**src/design/planar_three_link_inverse_kinematics_assert.svh**
```systemverilog
// Assertion macros for the planar three-link IK block.
// Included by the RTL files that assert; needs nothing else.
`ifndef PLANAR_THREE_LINK_INVERSE_KINEMATICS_ASSERT_SVH
`define PLANAR_THREE_LINK_INVERSE_KINEMATICS_ASSERT_SVH
`ifndef SYNTH
`define P3IK_ASSERT(label, clk, rst, prop) \
  label: assert property (@(posedge clk) disable iff (rst) prop) \
    else $error("p3ik assertion failed");
`define P3IK_ASSERT_NORST(label, clk, prop) \
  label: assert property (@(posedge clk) prop) \
    else $error("p3ik reset assertion failed");
`else
`define P3IK_ASSERT(label, clk, rst, prop)
`define P3IK_ASSERT_NORST(label, clk, prop)
`endif
`endif

```
**src/design/p3ik_pkg.sv**
```systemverilog
// Shared widths, constants, arctangent table and sideband types for the
// planar three-link IK pipeline. No dependencies.
`default_nettype none
package p3ik_pkg;
  localparam int FRAC   = 16;
  localparam int STEPS  = 20;
  localparam int GUARD  = 8;
  localparam int LEN_W  = 20;
  localparam int POS_W  = 24;
  localparam int TH_W   = 19;
  localparam int ANG_W  = 24;
  localparam int Z_W    = 21;
  localparam int RC_W   = 20;
  localparam int WX_W   = 26;
  localparam int SQ_W   = 52;
  localparam int NUM_W  = 53;
  localparam int DEN_W  = 41;
  localparam int R_W    = 42;
  localparam int D_W    = FRAC + 2;
  localparam int S_W    = FRAC + 1;
  localparam int ADDR_W = 4;

  localparam logic signed [Z_W-1:0]  PI_Q      = 21'sd205887;
  localparam logic signed [Z_W-1:0]  HALF_PI_Q = 21'sd102944;
  localparam logic signed [Z_W-1:0]  TWO_PI_Q  = 21'sd411774;
  localparam logic signed [RC_W-1:0] GAIN_Q    = 20'sd39797;
  localparam logic signed [D_W-1:0]  ONE_Q     = 18'sd65536;

  localparam logic [1:0] REG_LINK1 = 2'd0;
  localparam logic [1:0] REG_LINK2 = 2'd1;
  localparam logic [1:0] REG_LINK3 = 2'd2;

  localparam logic [LEN_W-1:0] LINK1_RST = 20'd28180;
  localparam logic [LEN_W-1:0] LINK2_RST = 20'd21627;
  localparam logic [LEN_W-1:0] LINK3_RST = 20'd15729;

  // atan(2^-i) with 30 fraction bits, rounded to FRAC bits
  function automatic logic signed [Z_W-1:0] atan_tbl(input int i);
    logic [31:0] q;
    logic [31:0] r;
    unique case (i)
      0:  q = 32'd843314857;
      1:  q = 32'd497837829;
      2:  q = 32'd263043837;
      3:  q = 32'd133525159;
      4:  q = 32'd67021687;
      5:  q = 32'd33543516;
      6:  q = 32'd16775851;
      7:  q = 32'd8388437;
      8:  q = 32'd4194283;
      9:  q = 32'd2097149;
      10: q = 32'd1048576;
      11: q = 32'd524288;
      12: q = 32'd262144;
      13: q = 32'd131072;
      14: q = 32'd65536;
      15: q = 32'd32768;
      16: q = 32'd16384;
      17: q = 32'd8192;
      18: q = 32'd4096;
      19: q = 32'd2048;
      20: q = 32'd1024;
      21: q = 32'd512;
      22: q = 32'd256;
      23: q = 32'd128;
      24: q = 32'd64;
      25: q = 32'd32;
      26: q = 32'd16;
      27: q = 32'd8;
      default: q = 32'd0;
    endcase
    r = (q + (32'd1 << (30 - FRAC - 1))) >> (30 - FRAC);
    atan_tbl = $signed(r[Z_W-1:0]);
  endfunction

  typedef struct packed {
    logic signed [POS_W-1:0] tx;
    logic signed [POS_W-1:0] ty;
    logic signed [TH_W-1:0]  th;
  } pose_tag_t;

  typedef struct packed {
    logic signed [WX_W-1:0] wx;
    logic signed [WX_W-1:0] wy;
    logic signed [TH_W-1:0] th;
    logic                   solv;
  } wrist_tag_t;

  typedef struct packed {
    wrist_tag_t            w;
    logic signed [D_W-1:0] d;
  } sqrt_tag_t;

  typedef struct packed {
    logic signed [TH_W-1:0] th;
    logic                   solv;
  } angle_tag_t;
endpackage
`default_nettype wire

```
**src/design/p3ik_div.sv**
```systemverilog
// Pipelined restoring divider for D = |N| / den, one quotient bit a stage,
// rounded to nearest (ties away) and signed at the end. Uses p3ik_pkg.
`default_nettype none
module p3ik_div #(
  parameter int TAG_W = 72
) (
  input  logic                             clk,
  input  logic                             rst,
  input  logic                             en,
  input  logic                             in_vld,
  input  logic [p3ik_pkg::R_W-1:0]         num_abs,
  input  logic                             num_neg,
  input  logic [p3ik_pkg::DEN_W-1:0]       den,
  input  logic [TAG_W-1:0]                 tag_in,
  output logic                             out_vld,
  output logic signed [p3ik_pkg::D_W-1:0]  d_out,
  output logic [TAG_W-1:0]                 tag_out
);
  import p3ik_pkg::*;

  localparam int Q_W = FRAC + 1;

  logic [R_W-1:0]   den_x;
  logic             vld [FRAC+1];
  logic [R_W-1:0]   rs  [FRAC+1];
  logic [Q_W-1:0]   qs  [FRAC+1];
  logic             ng  [FRAC+1];
  logic [TAG_W-1:0] tg  [FRAC+1];

  logic             ge0;
  logic [R_W-1:0]   rf;
  logic [Q_W-1:0]   qf;
  logic             f_vld;
  logic [D_W-1:0]   f_d;
  logic [TAG_W-1:0] f_tg;

  assign den_x = R_W'(den);
  assign ge0   = num_abs >= den_x;

  always_ff @(posedge clk) begin
    if (rst) begin
      vld[0] <= 1'b0;
    end else if (en) begin
      vld[0] <= in_vld;
    end
  end

  always_ff @(posedge clk) begin
    if (en) begin
      rs[0] <= ge0 ? num_abs - den_x : num_abs;
      qs[0] <= Q_W'(ge0);
      ng[0] <= num_neg;
      tg[0] <= tag_in;
    end
  end

  for (genvar j = 1; j <= FRAC; j++) begin : g_step
    logic [R_W-1:0] sh;
    logic           ge;

    assign sh = {rs[j-1][R_W-2:0], 1'b0};
    assign ge = sh >= den_x;

    always_ff @(posedge clk) begin
      if (rst) begin
        vld[j] <= 1'b0;
      end else if (en) begin
        vld[j] <= vld[j-1];
      end
    end

    always_ff @(posedge clk) begin
      if (en) begin
        rs[j] <= ge ? sh - den_x : sh;
        qs[j] <= {qs[j-1][Q_W-2:0], ge};
        ng[j] <= ng[j-1];
        tg[j] <= tg[j-1];
      end
    end
  end

  // round bit from one more remainder step
  assign rf = {rs[FRAC][R_W-2:0], 1'b0};
  assign qf = qs[FRAC] + Q_W'(rf >= den_x);

  always_ff @(posedge clk) begin
    if (rst) begin
      f_vld <= 1'b0;
    end else if (en) begin
      f_vld <= vld[FRAC];
    end
  end

  always_ff @(posedge clk) begin
    if (en) begin
      f_d  <= ng[FRAC] ? -D_W'(qf) : D_W'(qf);
      f_tg <= tg[FRAC];
    end
  end

  assign out_vld = f_vld;
  assign d_out   = $signed(f_d);
  assign tag_out = f_tg;
endmodule
`default_nettype wire

```
**config.mk**
```make
export PLATFORM = sky130hd
export DESIGN_NAME = p3ik_div
export DESIGN_NICKNAME = d
export VERILOG_FILES = /design/src/design/planar_three_link_inverse_kinematics_assert.svh /design/src/design/p3ik_pkg.sv /design/src/design/p3ik_div.sv
export SDC_FILE = /design/constraint.sdc
export NUM_CORES = 2
export LEC_CHECK = 0
export ABC_CLOCK_PERIOD_IN_PS = 7100
export BUFFER_PORTS_ARGS = -buffer_cell sky130_fd_sc_hd__buf_4
export CAP_MARGIN = 0
export CORE_AREA = 2 2 402 704
export CTS_CLUSTER_SIZE = 16
export DETAILED_ROUTE_END_ITERATION = 6
export DIE_AREA = 0 0 404 706
export SYNTH_ARGS = -nofsm -noshare
export SYNTH_HDL_FRONTEND = slang
export SYNTH_SLANG_ARGS = --single-unit
```
**constraint.sdc**
```tcl
create_clock -name clk -period 7.1 [get_ports clk]
set_input_delay 0.71 -clock clk [delete_from_list [all_inputs] [get_ports clk]]
set_output_delay 0.71 -clock clk [all_outputs]
set_load 0.005 [all_outputs]
```
# Yosys cells after proc, flatten, opt, wreduce, memory -nomap -nowiden
# Memory sizes are Yosys's and may differ from the RTL's. A register that Yosys moved wholly into a read port is not among the register bits.
# Index checks and enable logic that the tools add are counted.
# classes
n_bitwise	17
mux	41
add_sub_neg	19
order_cmp	18
# ops
op	n
42-bit by 41-bit >= comparator with 1-bit output	18
42-bit 2-to-1 mux	17
42-bit by 41-bit subtractor with 42-bit output	17
1-bit 2-to-1 mux	23
17-bit negator with 18-bit output	1
17-bit by 1-bit adder with 17-bit output	1
17-bit 2-to-1 mux	1
1-bit OR	17
# totals
word_cells	102
regBits	18
ramBits	2261
n_memories	5
output_inout_bits	91
# memory_table
memory	depth	word_bits	rd	rd_clocked_by_memory_dff	write_ports	line_no	text
tg	17	72	17	1	17	p3ik_div.sv:28	logic [TAG_W-1:0] tg [FRAC+1];
rs	17	42	17	0	17	p3ik_div.sv:25	logic [R_W-1:0] rs [FRAC+1];
qs	17	17	17	0	17	p3ik_div.sv:26	logic [Q_W-1:0] qs [FRAC+1];
ng	17	1	17	0	17	p3ik_div.sv:27	logic ng [FRAC+1];
vld	17	1	17	1	17	p3ik_div.sv:24	logic vld [FRAC+1];

# Depth between registers and ports, before layout
# An unclocked memory read counts as a cell.
# depth
depth_word	5
mapped_depth	26
ltp_nobuf	24

# Worst setup path after synthesis
# No wires, ideal clock.
# synth_timing
path_kind	input to register
from	input port den[12] (netlist bit)
to	register f_d[15], in the netlist d_out[15] (data pin)
slack_ns	1.986
cell_stages	21
n_path_buf	2
required_ns	6.837
t_arrival_ns	4.851
path_cell_list	inv_1 > ha_1 > a21o_1 > a221o_1 > a221oi_1 > o21ai_0 > a221o_1 > a31oi_1 > o21ai_0 > ha_1 > ha_1 > clkbuf_1 > and3_1 > clkbuf_1 > nand4_1 > xor2_1 > o21ai_0 > o21ai_0 > nand2_1 > a21oi_1 > xnor2_1
# synth_via
elab_chain_cells	4
# synth_lines
item	line_no	text
start, declared	p3ik_div.sv:13	input logic [p3ik_pkg::DEN_W-1:0] den,
42-bit by 41-bit >= comparator with 1-bit output (*)	p3ik_div.sv:84	assign qf = qs[FRAC] + Q_W'(rf >= den_x);
17-bit by 1-bit adder with 17-bit output (*)	p3ik_div.sv:84	
17-bit negator with 18-bit output	p3ik_div.sv:96	f_d <= ng[FRAC] ? -D_W'(qf) : D_W'(qf);
17-bit 2-to-1 mux (*)	p3ik_div.sv:96	
end signal, assigned	p3ik_div.sv:96	
end, declared	p3ik_div.sv:34	logic [D_W-1:0] f_d;
# Every way passes the cells marked *; elsewhere a longest branch is shown, timed or not.
# A chain may end at the register's enable or synchronous reset.

==> run summary <==
Post-Synth Simple-Gate Area: 8.613%
Mapped Nets: 9795
Number of fill cells in the layout: 25008
Hold Crit Class: in -> reg
Total GRT Usage: 20.98%
Post-synth ARST share: 0%
Layout cells sized above 1: 9.892%
Area leader, netlist: edfxtp_1
PwrDens: 442.7 nW/µm²
Initial antenna violation count: 12
Arrival time at the worst endpoint: 6090 ps
Num ports: 251
Lkg Pwr: 0.04788 µW
Die boundary height: 706 µm
Clk slew on worst S/H paths: 60 ps
Num CTS Buffers: 216
Max Cap Violations: 0
Global-route wire length before repair: 454.6 mm
Worst vdd ir: 0.2760 mV
Hold_sp: num_abs[39]
Synthesized area: 111400 µm²
CP Launch Point: rs[0][672]
Yosys reg bits: 2199
Number of synthesized flops with an enable pin: 2198
Slowest stage cell on the critical path: a21oi_1
Most used cell, CP: o21a_1
Core Box Area: 279100 µm²
Final setup viols: 0
Later-pin clock latency in the skew report: 900 ps
Critical Path Sink Type: flip-flop
Netlist cell types: 100
RSZ-0062 raised after global routing: no
Post-Syn Area per Cell: 12.55 µm²
Sequential share of the synthesized area: 59.25%
Crit Path Max Fanout: 9
Min cycle time layout: 5437 ps
Routed WL per cell: 23.16 µm
Period utilisation layout: 76.57%
Clock sink total: 2199
Fin util: 45.16%
Congestion Overflow GR: 0
Multiplexer share of the synthesized area: 2.629%
GP Congestion: 1.010
Design area: 126000 µm²
CP Class: reg -> reg
Initial DRT Pass Iterations: 5
CTS max path bufs: 4
Most frequent cells in the layout: 2198 x edfxtp_1, 766 x a21oi_1, 740 x ha_1, 706 x nand2_1, 475 x nor2_1
Via Count: 72921
DRC: 0
Leading cell type in the layout, fill and taps excluded: edfxtp_1
Max-slew violations: 0
Die Wd: 404 µm
Mapped Cells: 8878
Fin Setup TNS: 0 ps
First DRT Iteration DRCs: 4624
DP HPWL: 226.1 mm
TritonCTS clock tree: yes
Clock Skew: 87.61 ps
Max-slew headroom: 11.76%
Ys flop type: edfxtp_1
Slew @ Worst Pin: 1314 ps
Final hold vios: 0
Share of the synthesized area in the top cell type: 59.23%
RR Startpoint: rs[0][672]
CTS H-Tree Depth: 4
Post-cts sizing count: 0
Postcts setup bufs: 0
Post-DP Area: 118500 µm²
FMAX: 183.9 MHz
Critical Path RT: 7750 ps
Critical Path, Cell by Cell: ha_1 > nand2b_1 > a21boi_0 > o21a_1 > o21a_1 > o21a_1 > o21a_1 > o21a_1 > o21ai_0 > nand2b_1 > a21oi_1 > o21ai_0 > buf_4 > ha_1 > ha_1 > buf_4 > o21ai_0 > a22oi_1 > nor3_1 > nand2_1 > o21ai_0 > nand2_1 > a21oi_1 > xnor2_1
CP max stage delay: 450 ps
Xor and xnor area share after synthesis: 5.140%
Share of synthesized cell area in full adder, half adder and majority cells: 8.614%
Pre-CTS setup slack: 885.8 ps
Largest net degree at the start of global routing: 182
Layout area overhead: 13.11%
Startpoint class of the critical path: flip-flop
Initial core utilization: 39.92%
Largest family of logic cells by synthesized area: compound AO/OA/AOI/OAI gates
Antenna-violating nets left: 0
Nets@finish: 10248
Compound-cell area share of the yosys netlist: 14.05%
Row cnt: 257
Port Buffers: 250
Root Driver: clkbuf_16
Vias in the first global route: 76776
Status: finished clean
Die area: 285200 µm²
Wirelength, routed: 304.2 mm
Design Power: 55800 µW
Via density per instance: 5.553
CTS Hold Buffers Added: 75
Number of synthesis warnings: 0
Synth top area cells: edfxtp_1 59%, ha_1 8.3%, a21oi_1 3.5%, xnor2_1 3.1%, a21o_1 2.7%
Slack of the critical path: 1663 ps
-- routing by layer --
metal	GRT usage, %	part of all wire (%)	vias to the layer above
li1	-	-	34666
met1	20.66	35	35590
met2	39.40	53	1800
met3	2.444	3.3	859
met4	16.48	9.0	6
met5	0	0.011	-
-- registers in the layout, indices dropped and copies added (netlist names) --
| register | flops |
|---|---|
| d_out | 18 |
| tag_out | 72 |
| qs | 153 |
| ng | 17 |
| rs | 697 |
| vld | 17 |
| tg | 1224 |
| out_vld | 1 |
-- stage by stage --
stage	cells	hold WS, ps
5_1_grt	13131	132.4
2_1_floorplan	8878	400.3
3_3_place_gp	12662	400.1
3_5_place_dp	12664	404.5
6_report	13133	152.8
4_1_cts	13129	79.97
-- final cells by class --
| type | count | area (µm²) | area share, % |
|---|---|---|---|
| Sequential cell | 2199 | 66020 | 52.38 |
| Clock buffer | 242 | 5524 | 4.383 |
| Antenna cell | 4 | 10.01 | 0.007941 |
| Inverter | 221 | 829.5 | 0.6581 |
| Timing Repair Buffer | 488 | 4113 | 3.263 |
| Tap cell | 3626 | 4537 | 3.599 |
| Clock inverter | 148 | 1306 | 1.036 |
| Multi-Input combinational cell | 6205 | 43700 | 34.67 |
-- kinds of logic (layout without fill, tap and decap cells) --
group	after synthesis	count (layout)
compound gates	2516	2516
xor+xnor	654	654
fa+ha+maj	757	757
buf+inv	474	1099
flops	2199	2199
mux	250	250
other cells	0	4
simple gates	2028	2028
-- final timing paths --
kind / to / slack (ps) / cells after the start
hold / removal: rs[0][39] / 150 / 3
setup / recovery: d_out[15] / 1660 / 24
hold reg to reg: tg[8][31] / 370 / 0
setup reg to reg: d_out[15] / 1660 / 24
-- power by group --
group | internal [µW] | leakage (µW) | switching (µW) | total [µW]
Sequential | 18400 | 0.0215 | 1630 | 20000
Clock | 6290 | 0.00331 | 5050 | 11300
Combinational | 10000 | 0.0230 | 14400 | 24500
-- synthesized netlist by cell type, drive strengths merged (13+ instances only) --
cell    count
nor2      475
o221ai     16
a211oi     66
mux2      239
or2        17
nand4     119
xor2      261
o31a       27
a21boi     22
a41oi      13
clkbuf    209
o21ai     660
fa         17
and3       82
nand3     153
o31ai      37
edfxtp   2198
o21a       80
buf        44
a221o      17
o211ai     45
nor2b     105
a221oi     21
a21o      406
o21bai    103
xnor2     393
or3        23
nand2     707
ha        740
nor3       78
inv       221
a31oi      90
and2       63
nor4       23
a21oi     771
a211o      19
nand2b    116
-- worst max-delay path, delay by kind of cell (launching register included) --
kind | cells | cell delay (ps)
XOR/XNOR | 1 | 110
AND/OR/NAND/NOR | 5 | 830
flip-flops | 1 | 380
adder cells (fa/ha/maj) | 3 | 700
buffers and inverters | 2 | 440
AO/OA/AOI/OAI | 13 | 2740
(Power assumes the default switching activity.)
