$ cat src/design/planar_three_link_inverse_kinematics_assert.svh
// Assertion macros for the planar three-link IK block.
// Included by the RTL files that assert; needs nothing else.
`ifndef PLANAR_THREE_LINK_INVERSE_KINEMATICS_ASSERT_SVH
`define PLANAR_THREE_LINK_INVERSE_KINEMATICS_ASSERT_SVH
`ifndef SYNTH
`define P3IK_ASSERT(label, clk, rst, prop) \
  label: assert property (@(posedge clk) disable iff (rst) prop) \
    else $error("p3ik assertion failed");
`define P3IK_ASSERT_NORST(label, clk, prop) \
  label: assert property (@(posedge clk) prop) \
    else $error("p3ik reset assertion failed");
`else
`define P3IK_ASSERT(label, clk, rst, prop)
`define P3IK_ASSERT_NORST(label, clk, prop)
`endif
`endif

$ cat src/design/p3ik_pkg.sv
// Shared widths, constants, arctangent table and sideband types for the
// planar three-link IK pipeline. No dependencies.
`default_nettype none
package p3ik_pkg;
  localparam int FRAC   = 16;
  localparam int STEPS  = 20;
  localparam int GUARD  = 8;
  localparam int LEN_W  = 20;
  localparam int POS_W  = 24;
  localparam int TH_W   = 19;
  localparam int ANG_W  = 24;
  localparam int Z_W    = 21;
  localparam int RC_W   = 20;
  localparam int WX_W   = 26;
  localparam int SQ_W   = 52;
  localparam int NUM_W  = 53;
  localparam int DEN_W  = 41;
  localparam int R_W    = 42;
  localparam int D_W    = FRAC + 2;
  localparam int S_W    = FRAC + 1;
  localparam int ADDR_W = 4;

  localparam logic signed [Z_W-1:0]  PI_Q      = 21'sd205887;
  localparam logic signed [Z_W-1:0]  HALF_PI_Q = 21'sd102944;
  localparam logic signed [Z_W-1:0]  TWO_PI_Q  = 21'sd411774;
  localparam logic signed [RC_W-1:0] GAIN_Q    = 20'sd39797;
  localparam logic signed [D_W-1:0]  ONE_Q     = 18'sd65536;

  localparam logic [1:0] REG_LINK1 = 2'd0;
  localparam logic [1:0] REG_LINK2 = 2'd1;
  localparam logic [1:0] REG_LINK3 = 2'd2;

  localparam logic [LEN_W-1:0] LINK1_RST = 20'd28180;
  localparam logic [LEN_W-1:0] LINK2_RST = 20'd21627;
  localparam logic [LEN_W-1:0] LINK3_RST = 20'd15729;

  // atan(2^-i) with 30 fraction bits, rounded to FRAC bits
  function automatic logic signed [Z_W-1:0] atan_tbl(input int i);
    logic [31:0] q;
    logic [31:0] r;
    unique case (i)
      0:  q = 32'd843314857;
      1:  q = 32'd497837829;
      2:  q = 32'd263043837;
      3:  q = 32'd133525159;
      4:  q = 32'd67021687;
      5:  q = 32'd33543516;
      6:  q = 32'd16775851;
      7:  q = 32'd8388437;
      8:  q = 32'd4194283;
      9:  q = 32'd2097149;
      10: q = 32'd1048576;
      11: q = 32'd524288;
      12: q = 32'd262144;
      13: q = 32'd131072;
      14: q = 32'd65536;
      15: q = 32'd32768;
      16: q = 32'd16384;
      17: q = 32'd8192;
      18: q = 32'd4096;
      19: q = 32'd2048;
      20: q = 32'd1024;
      21: q = 32'd512;
      22: q = 32'd256;
      23: q = 32'd128;
      24: q = 32'd64;
      25: q = 32'd32;
      26: q = 32'd16;
      27: q = 32'd8;
      default: q = 32'd0;
    endcase
    r = (q + (32'd1 << (30 - FRAC - 1))) >> (30 - FRAC);
    atan_tbl = $signed(r[Z_W-1:0]);
  endfunction

  typedef struct packed {
    logic signed [POS_W-1:0] tx;
    logic signed [POS_W-1:0] ty;
    logic signed [TH_W-1:0]  th;
  } pose_tag_t;

  typedef struct packed {
    logic signed [WX_W-1:0] wx;
    logic signed [WX_W-1:0] wy;
    logic signed [TH_W-1:0] th;
    logic                   solv;
  } wrist_tag_t;

  typedef struct packed {
    wrist_tag_t            w;
    logic signed [D_W-1:0] d;
  } sqrt_tag_t;

  typedef struct packed {
    logic signed [TH_W-1:0] th;
    logic                   solv;
  } angle_tag_t;
endpackage
`default_nettype wire

$ cat src/design/p3ik_rot_cordic.sv
// Pipelined rotation CORDIC: cos and sin of the end orientation.
// One register stage for range reduction, one per iteration. Uses p3ik_pkg.
`default_nettype none
module p3ik_rot_cordic #(
  parameter int TAG_W = 67
) (
  input  logic                             clk,
  input  logic                             rst,
  input  logic                             en,
  input  logic                             in_vld,
  input  logic signed [p3ik_pkg::TH_W-1:0] t_in,
  input  logic [TAG_W-1:0]                 tag_in,
  output logic                             out_vld,
  output logic signed [p3ik_pkg::RC_W-1:0] cos_out,
  output logic signed [p3ik_pkg::RC_W-1:0] sin_out,
  output logic [TAG_W-1:0]                 tag_out
);
  import p3ik_pkg::*;

  logic                   vld [STEPS+1];
  logic signed [RC_W-1:0] xs  [STEPS+1];
  logic signed [RC_W-1:0] ys  [STEPS+1];
  logic signed [Z_W-1:0]  zs  [STEPS+1];
  logic                   ng  [STEPS+1];
  logic [TAG_W-1:0]       tg  [STEPS+1];

  logic signed [Z_W-1:0] t_ext;
  logic signed [Z_W-1:0] t_red;
  logic signed [Z_W-1:0] t_fold;
  logic                  fold;

  // wrap into [-pi, pi), then fold into [-pi/2, pi/2]
  always_comb begin
    t_ext = Z_W'(t_in);
    if (t_ext >= PI_Q) begin
      t_red = t_ext - TWO_PI_Q;
    end else if (t_ext < -PI_Q) begin
      t_red = t_ext + TWO_PI_Q;
    end else begin
      t_red = t_ext;
    end
    fold   = 1'b0;
    t_fold = t_red;
    if (t_red > HALF_PI_Q) begin
      t_fold = t_red - PI_Q;
      fold   = 1'b1;
    end else if (t_red < -HALF_PI_Q) begin
      t_fold = t_red + PI_Q;
      fold   = 1'b1;
    end
  end

  always_ff @(posedge clk) begin
    if (rst) begin
      vld[0] <= 1'b0;
    end else if (en) begin
      vld[0] <= in_vld;
    end
  end

  always_ff @(posedge clk) begin
    if (en) begin
      xs[0] <= GAIN_Q;
      ys[0] <= '0;
      zs[0] <= t_fold;
      ng[0] <= fold;
      tg[0] <= tag_in;
    end
  end

  for (genvar k = 0; k < STEPS; k++) begin : g_iter
    logic signed [RC_W-1:0] dx;
    logic signed [RC_W-1:0] dy;
    logic signed [RC_W-1:0] xn;
    logic signed [RC_W-1:0] yn;
    logic signed [Z_W-1:0]  zn;

    always_comb begin
      dx = ys[k] >>> k;
      dy = xs[k] >>> k;
      if (zs[k] >= 0) begin
        xn = xs[k] - dx;
        yn = ys[k] + dy;
        zn = zs[k] - atan_tbl(k);
      end else begin
        xn = xs[k] + dx;
        yn = ys[k] - dy;
        zn = zs[k] + atan_tbl(k);
      end
    end

    always_ff @(posedge clk) begin
      if (rst) begin
        vld[k+1] <= 1'b0;
      end else if (en) begin
        vld[k+1] <= vld[k];
      end
    end

    always_ff @(posedge clk) begin
      if (en) begin
        xs[k+1] <= xn;
        ys[k+1] <= yn;
        zs[k+1] <= zn;
        ng[k+1] <= ng[k];
        tg[k+1] <= tg[k];
      end
    end
  end

  assign out_vld = vld[STEPS];
  assign cos_out = ng[STEPS] ? -xs[STEPS] : xs[STEPS];
  assign sin_out = ng[STEPS] ? -ys[STEPS] : ys[STEPS];
  assign tag_out = tg[STEPS];
endmodule
`default_nettype wire

$ cat config.mk
export PLATFORM = sky130hd
export DESIGN_NAME = p3ik_rot_cordic
export DESIGN_NICKNAME = d
export VERILOG_FILES = /design/src/design/planar_three_link_inverse_kinematics_assert.svh /design/src/design/p3ik_pkg.sv /design/src/design/p3ik_rot_cordic.sv
export SDC_FILE = /design/constraint.sdc
export NUM_CORES = 2
export LEC_CHECK = 0
export BUFFER_PORTS_ARGS = -buffer_cell sky130_fd_sc_hd__buf_2
export CORE_MARGIN = 2
export CORE_UTILIZATION = 30
export CTS_CLUSTER_DIAMETER = 50
export DETAILED_ROUTE_END_ITERATION = 12
export GPL_TIMING_DRIVEN = 0
export HOLD_SLACK_MARGIN = 0.12
export PLACE_DENSITY_LB_ADDON = 0.15
export SYNTH_ARGS = -nofsm -noshare
export SYNTH_HDL_FRONTEND = slang
export SYNTH_SLANG_ARGS = --single-unit
$ cat constraint.sdc
create_clock -name clk -period 7.7 [get_ports clk]
set_input_delay 1.54 -clock clk [delete_from_list [all_inputs] [get_ports clk]]
set_output_delay 1.54 -clock clk [all_outputs]
set_load 0.005 [all_outputs]
== Word level (Yosys, flattened, before mapping) ==
Memories as Yosys holds them, arrays and structs flattened.
Cells that the tools add are included.
Cells by class
  bitwise gates (word level): 21
  add/subtract/negate cells: 121
  magnitude comparators: 24
  multiplexer cells: 93
Operators by type and width (count)
  $mux W20: 42
  $mux W21: 22
  $ge A21 B1 Y1 const B: 20
  $add A21 B12 Y21 const B: 2
  $add A21 B2 Y21 const B: 2
  $sub A21 B12 Y21 const B: 2
  $sub A21 B2 Y21 const B: 2
  $add A20 B1 Y20: 2
  $add A20 B10 Y20: 2
  $add A20 B11 Y20: 2
  $add A20 B12 Y20: 2
  $add A20 B13 Y20: 2
  $add A20 B14 Y20: 2
  $add A20 B15 Y20: 2
  $add A20 B16 Y20: 2
  $add A20 B17 Y20: 2
  $add A20 B18 Y20: 2
  $add A20 B19 Y20: 2
  $add A20 B2 Y20: 2
  $add A20 B3 Y20: 2
  $add A20 B4 Y20: 2
  $add A20 B5 Y20: 2
  $add A20 B6 Y20: 2
  $add A20 B7 Y20: 2
  other kinds (62): 133
Word-level totals
  RAM bits: 2730
  bits in registers: 0
  logic and storage cells: 265
  memories kept: 6
  output and inout bits: 108
  input bits: 90
Memories
  tg: depth 21, width 67, read ports 21, clocked after memory_dff 0, write ports 21, RTL line p3ik_rot_cordic.sv:25  | logic [TAG_W-1:0] tg [STEPS+1];
  zs: depth 21, width 21, read ports 20, clocked after memory_dff 0, write ports 21, RTL line p3ik_rot_cordic.sv:23  | logic signed [Z_W-1:0] zs [STEPS+1];
  xs: depth 21, width 20, read ports 21, clocked after memory_dff 0, write ports 21, RTL line p3ik_rot_cordic.sv:21  | logic signed [RC_W-1:0] xs [STEPS+1];
  ys: depth 21, width 20, read ports 21, clocked after memory_dff 0, write ports 21, RTL line p3ik_rot_cordic.sv:22  | logic signed [RC_W-1:0] ys [STEPS+1];
  ng: depth 21, width 1, read ports 21, clocked after memory_dff 0, write ports 21, RTL line p3ik_rot_cordic.sv:24  | logic ng [STEPS+1];
  vld: depth 21, width 1, read ports 21, clocked after memory_dff 0, write ports 21, RTL line p3ik_rot_cordic.sv:20  | logic vld [STEPS+1];

== Logic depth before layout (Yosys ltp) ==
  depth in word-level cells: 6
  gate-level depth with buffers: 23
  mapped depth without buffers: 20

== Worst setup path after synthesis ==
No wires, ideal clock.
  kind: in2reg
  start point: in t_in[1] (netlist bit)
  end point: mem zs[0][18], data pin
  stages: 22
  path buffers: 2
  setup time: 0.265 ns
  data arrival time: 5.935 ns
  data required time: 7.435 ns
  setup slack: 1.500 ns
  cells stage by stage: inv_1 > ha_1 > buf_2 > or4b_2 > a21oi_1 > o21bai_1 > a31oi_1 > nor3_1 > o31a_1 > ha_1 > clkbuf_1 > inv_1 > or3_1 > a22oi_1 > nand3_1 > xnor2_2 > or4_1 > nand3_1 > o41ai_1 > a211oi_1 > a2bb2oi_1 > xnor2_1
RTL lines
  from (decl): RTL line p3ik_rot_cordic.sv:11  | input logic signed [p3ik_pkg::TH_W-1:0] t_in,
  to (decl): RTL line p3ik_rot_cordic.sv:23

==> results.toml <==
[cells_and_area]
final_cells = 16670
postLayoutCoreUtil = 0.3501
layout-drive-gt1-share = 0.08101
multi_input_area_mm2 = 0.04998
synthToLayoutAreaGrowth_pct = 16.19
final_nets = 11860
final_cell_area_mm2 = 0.1508
fillers = 41970
area.sequential_mm2 = 0.07759

[cts]
clock_latency_ns = 0.94
cts_setup_buffers = 0
cts_tree = "done"
clock_path_buffers = 4
hold_buffers = 0
clock-sinks = 2584
cts_buffers = 368
clkTransAtPathRegs_ns = 0.05
cts_root_buf = "clkbuf_16"
ctsResizeCount = 0
cts_htree_levels = 5

[floorplan]
die_y_um = 661.6
core_area_mm2 = 0.4306
die_w_um = 661.6
start_util = 0.3013
die-area_mm2 = 0.4378
rows = 241
pin_count = 198

[global_routing]
grt.busiest_layer = "met2"
grt_pass1_vias = 78670
overflow = 0
grt_max_degree = 173
gr-usage-met1 = 0.1522
grt_pass1_wl_mm = 420.9
gr-usage-met3 = 0.01772
met2_usage = 0.1994
antenna_found_initial = 5
gr-usage-all-layers = 0.1173

[routing]
num_vias = 77860
viasPerCell = 4.670
routedWlPerCell_um = 15.67
dr.first_iter.drc_count = 4719
wl_mm = 261.3
first_pass_iters = 6
drc_errors = 0
drtAntennaViolNets = 0

[timing]
finalHoldViolations = 0
worst_slew_pin_slew_ns = 1.292
fin_worst_skew_ns = 0.07562
max_freq_mhz = 144.8
maxSlewViolCount = 0
rsz0062_at_grt = "false"
final-setup-viol-count = 0
slew_headroom = 0.1389
min_period_over_period = 0.8969
timing.final.crit_period_ns = 6.906
fin_setup_tns_ns = 0

[synth]
synth_area_mm2 = 0.1297
synth.area.top_cells = "edfxtp_1, ha_1, xnor2_1, a21oi_1, nor2_1"
synth_top_area_cell = "edfxtp_1"
synth_cell_type_count = 93
yosys_register_bits = 2584
synth_edf_count = 2584
postSynthAreaPerCell_um2 = 12.88
synth_top_area_frac = 0.5981
synth_warnings = 0
synth_cells = 10080
async_flop_share = 0
ys_seq_area_frac = 0.5981
synth_flop_cell = "edfxtp_1"

[run]
drv_cap = 0

[worst_setup_path]
crit_type = "input port to flop"
crit_arrival_ns = 7.52
crit_path_start_kind = "input port"
crit_required_ns = 8.32
cp_max_fo = 9
end_kind = "flop"

[outcome]
status = "complete, no violations"

[placement]
dp_cells = 16000
io_buffers = 192
place.gp.congestion = 0.8440
hpwl_mm = 187.8
place_area_mm2 = 0.1383

[min_path]
min_path_type = "flop to flop"
[synth_stat cells, types with 163 or more instances]
cell	instances
a21oi_1	571
xor2_1	303
inv_1	467
ha_1	1051
edfxtp_1	2584
nand3_1	227
a21o_1	163
nor3_1	352
xnor2_1	813
o21ai_0	450
nor2_1	726
nand2_1	630
[worst max-delay path, cell delays in order]
cell and delay (ns):
buf_2 0.16, inv_1 0.20, ha_1 0.18, buf_2 0.21, or4b_2 0.63, a21oi_1 0.17
o21bai_1 0.10, a31oi_1 0.19, nor3_1 0.06, o31a_1 0.24, ha_1 0.27, clkbuf_1 0.39
inv_1 0.15, or3_1 0.44, a22oi_1 0.18, nand3_1 0.15, xnor2_2 0.48, or4_1 0.21
nand3_1 0.16, o41ai_1 0.81, a21boi_0 0.29, a21oi_1 0.22, xnor2_1 0.08
[logic make-up after synthesis]
group	share of synthesized area
AO/OA/AOI/OAI	0.1011
flip-flops	0.5981
buffers and inverters	0.01687
adder cells (fa/ha/maj)	0.1101
multiplexers	0.0009547
AND/OR/NAND/NOR	0.09719
XOR/XNOR	0.07567
other	0.00005788
[placed cells by master, fill, tap and decap left out, drive strengths merged, types with 46 or more instances in the layout]
cell    netlist  final
buf          34    243
ha         1051   1051
o21a         92     92
o41ai        70     70
a21o        163    163
nand3       227    227
clkinv        1    121
or3         138    138
edfxtp     2584   2584
a211oi       50     50
a31oi        83     83
xor2        303    303
a21boi       74     74
o21bai      112    112
and3        107    107
clkbuf       67    488
inv         468    520
o31ai        91     91
fa           57     57
and2         63     63
nand2       630    630
nor3        352    352
o21ai       452    452
nand2b       99     99
nor2b       145    145
bufinv        0     46
a21oi       572    572
xnor2       815    815
nor2        727    727
[stage by stage]
step	hold WS, ns	setup slack [ns]
after detailed placement	0.4045	-0.1011
after global routing	0.4038	0.4254
after floorplan	0.4003	1.500
after CTS	0.3885	0.8825
after global placement	0.4002	-38.19
final	0.3939	0.7935
[worst paths after layout]
| path | start | depth (start not counted) | slack, ns | to |
|---|---|---|---|---|
| worst max-delay path | t_in[2] | 23 | 0.79 | zs[0][16] |
| worst max register to register | zs[1][20] | 15 | 2.09 | ys[0][119] |
| worst min register to register | tg[2][174] | 0 | 0.39 | tg[2][241] |
| worst min-delay path | tg[2][174] | 0 | 0.39 | tg[2][241] |
[layout make-up]
| class | count | area share |
|---|---|---|
| repair buffers | 209 | 0.009578 |
| well taps | 5710 | 0.04739 |
| multi-input cells | 6925 | 0.3315 |
| plain buffers | 101 | 0.002838 |
| clock inverters | 253 | 0.01958 |
| clock buffers | 421 | 0.06269 |
| diodes | 2 | 0.00003320 |
| flip-flops and latches | 2584 | 0.5147 |
| inverters | 469 | 0.01168 |
[flip-flops by register name (all words and copies together), names as in the netlist]
register / count
ng: 21
tg: 1407
vld: 21
xs: 376
ys: 379
zs: 380
[metal layers]
metal  part of all wire  wire, um  vias to the layer above
li1                   -         -                    39080
met1               0.46    119100                    37120
met2               0.47    123800                     1166
met3              0.038     10040                      492
met4              0.032      8315                        0
met5                  0         0                        -
Power is not shown: default switching activity piles up to over one toggle a cycle in this logic, so the estimate is an artifact.
