==> config.mk <==
export PLATFORM = sky130hd
export DESIGN_NAME = p3ik_sqrt
export DESIGN_NICKNAME = d
export VERILOG_FILES = /design/src/design/planar_three_link_inverse_kinematics_assert.svh /design/src/design/p3ik_pkg.sv /design/src/design/p3ik_sqrt.sv
export SDC_FILE = /design/constraint.sdc
export NUM_CORES = 2
export LEC_CHECK = 0
export ABC_AREA = 0
export BUFFER_PORTS_ARGS = -buffer_cell sky130_fd_sc_hd__buf_2
export CORE_MARGIN = 5
export CORE_UTILIZATION = 48
export DETAILED_ROUTE_END_ITERATION = 12
export GPL_TIMING_DRIVEN = 0
export SLEW_MARGIN = 20
export SYNTH_ARGS = -nofsm -noshare
export SYNTH_HDL_FRONTEND = slang
export SYNTH_SLANG_ARGS = --single-unit
export TNS_END_PERCENT = 5
==> constraint.sdc <==
create_clock -name clk -period 10.35 [get_ports clk]
set_input_delay 1.035 -clock clk [delete_from_list [all_inputs] [get_ports clk]]
set_output_delay 1.035 -clock clk [all_outputs]
set_load 0.005 [all_outputs]
==> src/design/planar_three_link_inverse_kinematics_assert.svh <==
// Assertion macros for the planar three-link IK block.
// Included by the RTL files that assert; needs nothing else.
`ifndef PLANAR_THREE_LINK_INVERSE_KINEMATICS_ASSERT_SVH
`define PLANAR_THREE_LINK_INVERSE_KINEMATICS_ASSERT_SVH
`ifndef SYNTH
`define P3IK_ASSERT(label, clk, rst, prop) \
  label: assert property (@(posedge clk) disable iff (rst) prop) \
    else $error("p3ik assertion failed");
`define P3IK_ASSERT_NORST(label, clk, prop) \
  label: assert property (@(posedge clk) prop) \
    else $error("p3ik reset assertion failed");
`else
`define P3IK_ASSERT(label, clk, rst, prop)
`define P3IK_ASSERT_NORST(label, clk, prop)
`endif
`endif

==> src/design/p3ik_pkg.sv <==
// Shared widths, constants, arctangent table and sideband types for the
// planar three-link IK pipeline. No dependencies.
`default_nettype none
package p3ik_pkg;
  localparam int FRAC   = 16;
  localparam int STEPS  = 20;
  localparam int GUARD  = 8;
  localparam int LEN_W  = 20;
  localparam int POS_W  = 24;
  localparam int TH_W   = 19;
  localparam int ANG_W  = 24;
  localparam int Z_W    = 21;
  localparam int RC_W   = 20;
  localparam int WX_W   = 26;
  localparam int SQ_W   = 52;
  localparam int NUM_W  = 53;
  localparam int DEN_W  = 41;
  localparam int R_W    = 42;
  localparam int D_W    = FRAC + 2;
  localparam int S_W    = FRAC + 1;
  localparam int ADDR_W = 4;

  localparam logic signed [Z_W-1:0]  PI_Q      = 21'sd205887;
  localparam logic signed [Z_W-1:0]  HALF_PI_Q = 21'sd102944;
  localparam logic signed [Z_W-1:0]  TWO_PI_Q  = 21'sd411774;
  localparam logic signed [RC_W-1:0] GAIN_Q    = 20'sd39797;
  localparam logic signed [D_W-1:0]  ONE_Q     = 18'sd65536;

  localparam logic [1:0] REG_LINK1 = 2'd0;
  localparam logic [1:0] REG_LINK2 = 2'd1;
  localparam logic [1:0] REG_LINK3 = 2'd2;

  localparam logic [LEN_W-1:0] LINK1_RST = 20'd28180;
  localparam logic [LEN_W-1:0] LINK2_RST = 20'd21627;
  localparam logic [LEN_W-1:0] LINK3_RST = 20'd15729;

  // atan(2^-i) with 30 fraction bits, rounded to FRAC bits
  function automatic logic signed [Z_W-1:0] atan_tbl(input int i);
    logic [31:0] q;
    logic [31:0] r;
    unique case (i)
      0:  q = 32'd843314857;
      1:  q = 32'd497837829;
      2:  q = 32'd263043837;
      3:  q = 32'd133525159;
      4:  q = 32'd67021687;
      5:  q = 32'd33543516;
      6:  q = 32'd16775851;
      7:  q = 32'd8388437;
      8:  q = 32'd4194283;
      9:  q = 32'd2097149;
      10: q = 32'd1048576;
      11: q = 32'd524288;
      12: q = 32'd262144;
      13: q = 32'd131072;
      14: q = 32'd65536;
      15: q = 32'd32768;
      16: q = 32'd16384;
      17: q = 32'd8192;
      18: q = 32'd4096;
      19: q = 32'd2048;
      20: q = 32'd1024;
      21: q = 32'd512;
      22: q = 32'd256;
      23: q = 32'd128;
      24: q = 32'd64;
      25: q = 32'd32;
      26: q = 32'd16;
      27: q = 32'd8;
      default: q = 32'd0;
    endcase
    r = (q + (32'd1 << (30 - FRAC - 1))) >> (30 - FRAC);
    atan_tbl = $signed(r[Z_W-1:0]);
  endfunction

  typedef struct packed {
    logic signed [POS_W-1:0] tx;
    logic signed [POS_W-1:0] ty;
    logic signed [TH_W-1:0]  th;
  } pose_tag_t;

  typedef struct packed {
    logic signed [WX_W-1:0] wx;
    logic signed [WX_W-1:0] wy;
    logic signed [TH_W-1:0] th;
    logic                   solv;
  } wrist_tag_t;

  typedef struct packed {
    wrist_tag_t            w;
    logic signed [D_W-1:0] d;
  } sqrt_tag_t;

  typedef struct packed {
    logic signed [TH_W-1:0] th;
    logic                   solv;
  } angle_tag_t;
endpackage
`default_nettype wire

==> src/design/p3ik_sqrt.sv <==
// Pipelined integer square root of 2^(2F) - D^2, one result bit a stage,
// rounded to nearest. Uses p3ik_pkg.
`default_nettype none
module p3ik_sqrt #(
  parameter int TAG_W = 90
) (
  input  logic                            clk,
  input  logic                            rst,
  input  logic                            en,
  input  logic                            in_vld,
  input  logic signed [p3ik_pkg::D_W-1:0] d_in,
  input  logic [TAG_W-1:0]                tag_in,
  output logic                            out_vld,
  output logic [p3ik_pkg::S_W-1:0]        s_out,
  output logic [TAG_W-1:0]                tag_out
);
  import p3ik_pkg::*;

  localparam int V_W = 2 * D_W;
  localparam logic [V_W-1:0] ONE_SQ = V_W'(1) << (2 * FRAC);

  logic             vld [FRAC+2];
  logic [V_W-1:0]   vs  [FRAC+2];
  logic [V_W-1:0]   rs  [FRAC+2];
  logic [TAG_W-1:0] tg  [FRAC+2];

  logic signed [V_W-1:0] dsq;
  logic             f_vld;
  logic [S_W-1:0]   f_s;
  logic [TAG_W-1:0] f_tg;

  assign dsq = d_in * d_in;

  always_ff @(posedge clk) begin
    if (rst) begin
      vld[0] <= 1'b0;
    end else if (en) begin
      vld[0] <= in_vld;
    end
  end

  always_ff @(posedge clk) begin
    if (en) begin
      vs[0] <= ONE_SQ - $unsigned(dsq);
      rs[0] <= '0;
      tg[0] <= tag_in;
    end
  end

  for (genvar j = 0; j <= FRAC; j++) begin : g_step
    localparam logic [V_W-1:0] B = V_W'(1) << (2 * (FRAC - j));
    logic [V_W-1:0] rb;
    logic           ge;

    assign rb = rs[j] + B;
    assign ge = vs[j] >= rb;

    always_ff @(posedge clk) begin
      if (rst) begin
        vld[j+1] <= 1'b0;
      end else if (en) begin
        vld[j+1] <= vld[j];
      end
    end

    always_ff @(posedge clk) begin
      if (en) begin
        vs[j+1] <= ge ? vs[j] - rb : vs[j];
        rs[j+1] <= ge ? (rs[j] >> 1) + B : rs[j] >> 1;
        tg[j+1] <= tg[j];
      end
    end
  end

  always_ff @(posedge clk) begin
    if (rst) begin
      f_vld <= 1'b0;
    end else if (en) begin
      f_vld <= vld[FRAC+1];
    end
  end

  always_ff @(posedge clk) begin
    if (en) begin
      f_s  <= S_W'(rs[FRAC+1]) + S_W'(vs[FRAC+1] > rs[FRAC+1]);
      f_tg <= tg[FRAC+1];
    end
  end

  assign out_vld = f_vld;
  assign s_out   = f_s;
  assign tag_out = f_tg;
endmodule
`default_nettype wire

; ---- After elaboration in Yosys (flattened, before gate mapping)
; Memory sizes are Yosys's and may differ from the RTL's. A register that Yosys moved wholly into a read port is not among the register bits.
; Index checks and enable logic that the tools add are counted.
; Widths: inputs -> output; s select.
[word_totals]
reg_bits = 17
mem_bits_rw = 2934
output_inout_bits = 108
mem_count = 4
[classes]
add_sub_neg = 53
n_mul = 1
order_cmp = 18
muxes = 58
bitwise_logic = 18
[mem_list]
columns = name, words, word_bits, read_ports, rd_ports_with_merged_regs, write_ports, line_no
row1 = tg, 18, 90, 18, 1, 18, p3ik_sqrt.sv:25  ; logic [TAG_W-1:0] tg [FRAC+2];
row2 = rs, 18, 36, 18, 0, 18, p3ik_sqrt.sv:24  ; logic [V_W-1:0] rs [FRAC+2];
row3 = vs, 18, 36, 18, 0, 18, p3ik_sqrt.sv:23  ; logic [V_W-1:0] vs [FRAC+2];
row4 = vld, 18, 1, 18, 1, 18, p3ik_sqrt.sv:22  ; logic vld [FRAC+2];
[op_table]
columns = operator, count
row1 = $mux 36, 34
row2 = $ge 36x36->1, 17
row3 = $sub 36x36->36, 17
row4 = $add 35x1->36 const B, 1
row5 = $add 35x11->36 const B, 1
row6 = $add 35x13->36 const B, 1
row7 = $add 35x15->36 const B, 1
row8 = $add 35x17->36 const B, 1
row9 = $add 35x19->36 const B, 1
row10 = $add 35x21->36 const B, 1
row11 = $add 35x23->36 const B, 1
row12 = $add 35x25->36 const B, 1
row13 = $add 35x27->36 const B, 1
row14 = $add 35x29->36 const B, 1
row15 = $add 35x3->36 const B, 1
row16 = $add 35x31->36 const B, 1
row17 = $add 35x33->36 const B, 1
row18 = $add 35x5->36 const B, 1
row19 = $add 35x7->36 const B, 1
row20 = $add 35x9->36 const B, 1
row21 = $add 36x1->36 const B, 1
row22 = $add 36x11->36 const B, 1
row23 = $add 36x13->36 const B, 1
row24 = $add 36x15->36 const B, 1
row25 = other kinds (19), 59

; ---- Logic depth before layout (Yosys ltp)
[logic_depth]
word_depth = 4
depth_mapped = 24
mapped_depth_nobuf = 24

; ---- Worst setup path before layout
; OpenSTA, ideal clock, no wires.
[synth_timing]
path_type = input-to-reg
from = input d_in[7] (netlist bit)
to = memory vs[0][35] (netlist bit), data pin
setup_ns = 0.207
arrival_time_ns = 7.383
slack_ns = 2.760
stages = 20
n_path_buf = 2
path_cell_list = clkbuf_1 > clkbuf_1 > nand2_1 > inv_1 > fa_1 > fa_1 > inv_1 > fa_1 > fa_1 > fa_1 > fa_1 > ha_1 > ha_1 > a21o_1 > a211o_1 > o22a_1 > and3_1 > a221o_1 > and4_1 > a2111oi_0
[synth_rtl]
columns = item, line_no
row1 = start: declaration, p3ik_sqrt.sv:11  ; input logic signed [p3ik_pkg::D_W-1:0] d_in,
row2 = end: declaration, p3ik_sqrt.sv:23

==> results.sh <==
export IMPL_numCtsBuffers=280
export IMPL_track_usage_pct=14.3
export IMPL_hp_class="primary input to register"
export IMPL_grt_pass1_wl_um=251000
export IMPL_p_per_area_nw_per_um2=297
export IMPL_cts_path_max_buffers=4
export IMPL_cts_root_buf="clkbuf_16"
export IMPL_totalWireLength_um=155000
export IMPL_setup_violations=0
export IMPL_die_w_um=469
export IMPL_clock_sinks=2530
export IMPL_avgViaCountPerCell=4.95
export IMPL_async_flop_share_pct=0
export IMPL_status="finished, final reports clean"
export IMPL_port_buffers=216
export IMPL_path_class="primary input to register"
export IMPL_synth_warnings=0
export IMPL_start_util_pct=48.2
export IMPL_synth_nets=6591
export IMPL_syn2layout_area_growth_pct=13.6
export IMPL_path_clk_slew_ns=0.06
export IMPL_cp_data_arrival_time_ns=8.75
export IMPL_cp_start_kind="primary input"
export IMPL_rrSetupSlack_ns=6.35
export IMPL_period_share_pct=78.6
export IMPL_grt_antenna_before_repair=2
export IMPL_drc_errors=0
export IMPL_dr_pass1_iters=5
export IMPL_grt_pass1_vias=48400
export IMPL_diodes=0
export IMPL_irDropWorstVdd_v=0.000529
export IMPL_cts_setup_buffers=0
export IMPL_overflow=0
export IMPL_syn_area_um2=101000
export IMPL_die_height_um=469
export IMPL_cts_tree="yes"
export IMPL_total_leakage_power_nw=42.4
export IMPL_max_freq_mhz=123
export IMPL_whs_ns=0.314
export IMPL_p_total_w=0.0341
export IMPL_drv_cap=0
export IMPL_ios=220
export IMPL_period_needed_ns=8.14
export IMPL_final_core_util_pct=54.8
export IMPL_grt_max_degree=156
export IMPL_ctsResizeCount=0
export IMPL_h_tree_depth=5
export IMPL_worstSetupEndpointType="register"
export IMPL_final_nets=7109
export IMPL_synthFlopType="edfxtp_1"
export IMPL_clk_latency_ns=0.89
export IMPL_cp_max_fo=10
export IMPL_fin_skew_ns=0.0727
export IMPL_vias=46300
export IMPL_wire_per_inst_um=16.5
export IMPL_rsz0062_at_grt="false"
export IMPL_synth_cells=5840
export IMPL_fin_setup_tns_ns=0
export IMPL_synth_edf_count=2529
export IMPL_ys_seq_area_share_pct=75.1
export IMPL_ctsHoldBuffers=0
export IMPL_die_area_um2=220000
export IMPL_maxSlewHeadroom_pct=35.3
export IMPL_coreArea_um2=210000
export IMPL_postRouteAntennaNets=0
export IMPL_slew_violations=0
export IMPL_placementRows=168
export IMPL_drive_above_1_share_pct=10.1
export IMPL_finalHoldViolCount=0
export IMPL_drtIter0Drc=2959
export IMPL_dp_hpwl_um=105000
export IMPL_worst_pin_slew_ns=0.957
export IMPL_crit_required_ns=10.96
export IMPL_synth_cell_types=80
export IMPL_gp_congestion=0.875
export IMPL_synth_seq_cells=2530
export IMPL_avgSynthCellArea_um2=17.3
==> metrics by stage <==
step | area [um2] | cells | setup WS (ns)
after floorplan | 101000 | 5840 | 2.76
after global placement | 106000 | 8861 | -31.70
after detailed placement | 106000 | 8881 | 1.21
after CTS | 115000 | 9357 | 2.18
after global routing | 115000 | 9357 | 1.93
final | 115000 | 9357 | 2.21
==> final timing paths <==
check,startpoint,endpoint,cells after the start
max,d_in[13],vs[0][35],24
min,tag_in[13],tg[0][13],1
max reg2reg,rs[15][5],vs[16][31],11
min reg2reg,tg[10][50],tg[11][50],0
==> sequential cells by signal, summed over array words and instances, names as in the netlist, named ones only <==
name	cells
out_vld	1
rs	153
s_out	17
tag_out	90
tg	1620
vld	18
vs	630
==> synth_stat cells (5+ instances only) <==
master | n | area share [%]
a2111oi_0 | 6 | 0.052
a211o_1 | 6 | 0.052
a211oi_1 | 21 | 0.16
a21o_1 | 49 | 0.36
a21oi_1 | 158 | 0.78
a31oi_1 | 12 | 0.074
and2_1 | 75 | 0.46
and3_1 | 15 | 0.093
clkbuf_1 | 58 | 0.22
edfxtp_1 | 2529 | 75
fa_1 | 312 | 6.2
ha_1 | 327 | 4.0
inv_1 | 572 | 2.1
mux2_2 | 27 | 0.30
mux2i_1 | 6 | 0.059
nand2_1 | 283 | 1.1
nand2b_1 | 41 | 0.25
nand3_1 | 44 | 0.22
nand4_1 | 37 | 0.23
nand4b_1 | 9 | 0.078
nor2_1 | 241 | 0.89
nor2b_1 | 50 | 0.31
nor3_1 | 101 | 0.50
nor3b_1 | 9 | 0.067
nor4_1 | 96 | 0.59
nor4b_1 | 11 | 0.095
o211ai_1 | 8 | 0.059
o21a_1 | 48 | 0.36
o21ai_0 | 152 | 0.75
o21bai_1 | 12 | 0.089
o31ai_1 | 19 | 0.14
o41ai_1 | 5 | 0.043
or2_2 | 16 | 0.099
or3_1 | 37 | 0.23
or4_1 | 18 | 0.13
xnor2_1 | 183 | 1.6
xor2_1 | 159 | 1.4
==> per-layer routing <==
metal  vias up  track usage (%)  routed length (um)  share of wire [%]
met5         -                0                   0                  0
met4         0             5.68                5820                3.8
met3       410             2.67                5560                3.6
met2       810             24.9               78400                 51
met1     22500             17.7               64800                 42
li1      22500                -                   -                  -
==> area by class of cell <==
type	instances	area, um2
plain buffers	65	250
clock buffers	342	7430
clock inverters	134	1160
fillers	16400	94700
inverters	574	2150
multi-input cells	2671	22700
flip-flops and latches	2530	76000
well taps	2805	3510
repair buffers	236	1650
==> critical path, cell delays in order <==
cell and delay (ns):
clkbuf_1 0.54, clkbuf_1 0.60, nand2_1 0.21, inv_1 0.12, fa_1 0.42, inv_1 0.08, fa_1 0.41, inv_1 0.08
fa_1 0.41, inv_1 0.09, fa_1 0.43, fa_1 0.47, fa_1 0.49, ha_1 0.30, ha_1 0.37, a2111oi_0 0.42
o21ai_0 0.22, a31oi_1 0.19, o21ai_1 0.22, a21oi_1 0.43, nand2_1 0.14, a221o_1 0.38, and4_1 0.22, a2111oi_0 0.45
==> kinds of logic after synthesis <==
group,count (synthesis),synth area share [%]
compound gates,546,3.36
xor+xnor,342,2.96
fa+ha+maj,639,10.2
buf+inv,639,2.38
flops,2530,75.1
mux,35,0.382
simple gates,1109,5.56
==> report_power, final <==
| group | internal (W) | switching [W] | total (W) | leakage [nW] |
|---|---|---|---|---|
| Clock | 0.00557 | 0.00364 | 0.00922 | 4.20 |
| Combinational | 0.00509 | 0.00623 | 0.0113 | 13.6 |
| Sequential | 0.0131 | 0.000430 | 0.0136 | 24.6 |
==> placed cells by master, fill, tap and decap left out, types with 15 or more instances in the layout <==
master        n
edfxtp_1   2529
inv_1       572
ha_1        327
fa_1        312
clkbuf_16   289
nand2_1     283
nor2_1      241
buf_2       217
xnor2_1     183
xor2_1      159
a21oi_1     158
o21ai_0     152
clkbuf_1    111
nor3_1      101
nor4_1       95
and2_1       75
clkinv_1     60
nor2b_1      50
a21o_1       49
o21a_1       48
nand3_1      44
nand2b_1     41
clkinv_2     39
nand4_1      37
or3_1        37
mux2_2       27
a211oi_1     21
bufinv_16    20
buf_16       20
o31ai_1      19
or4_1        18
or2_2        16
and3_1       15
Power figures use the tool's default switching activity.
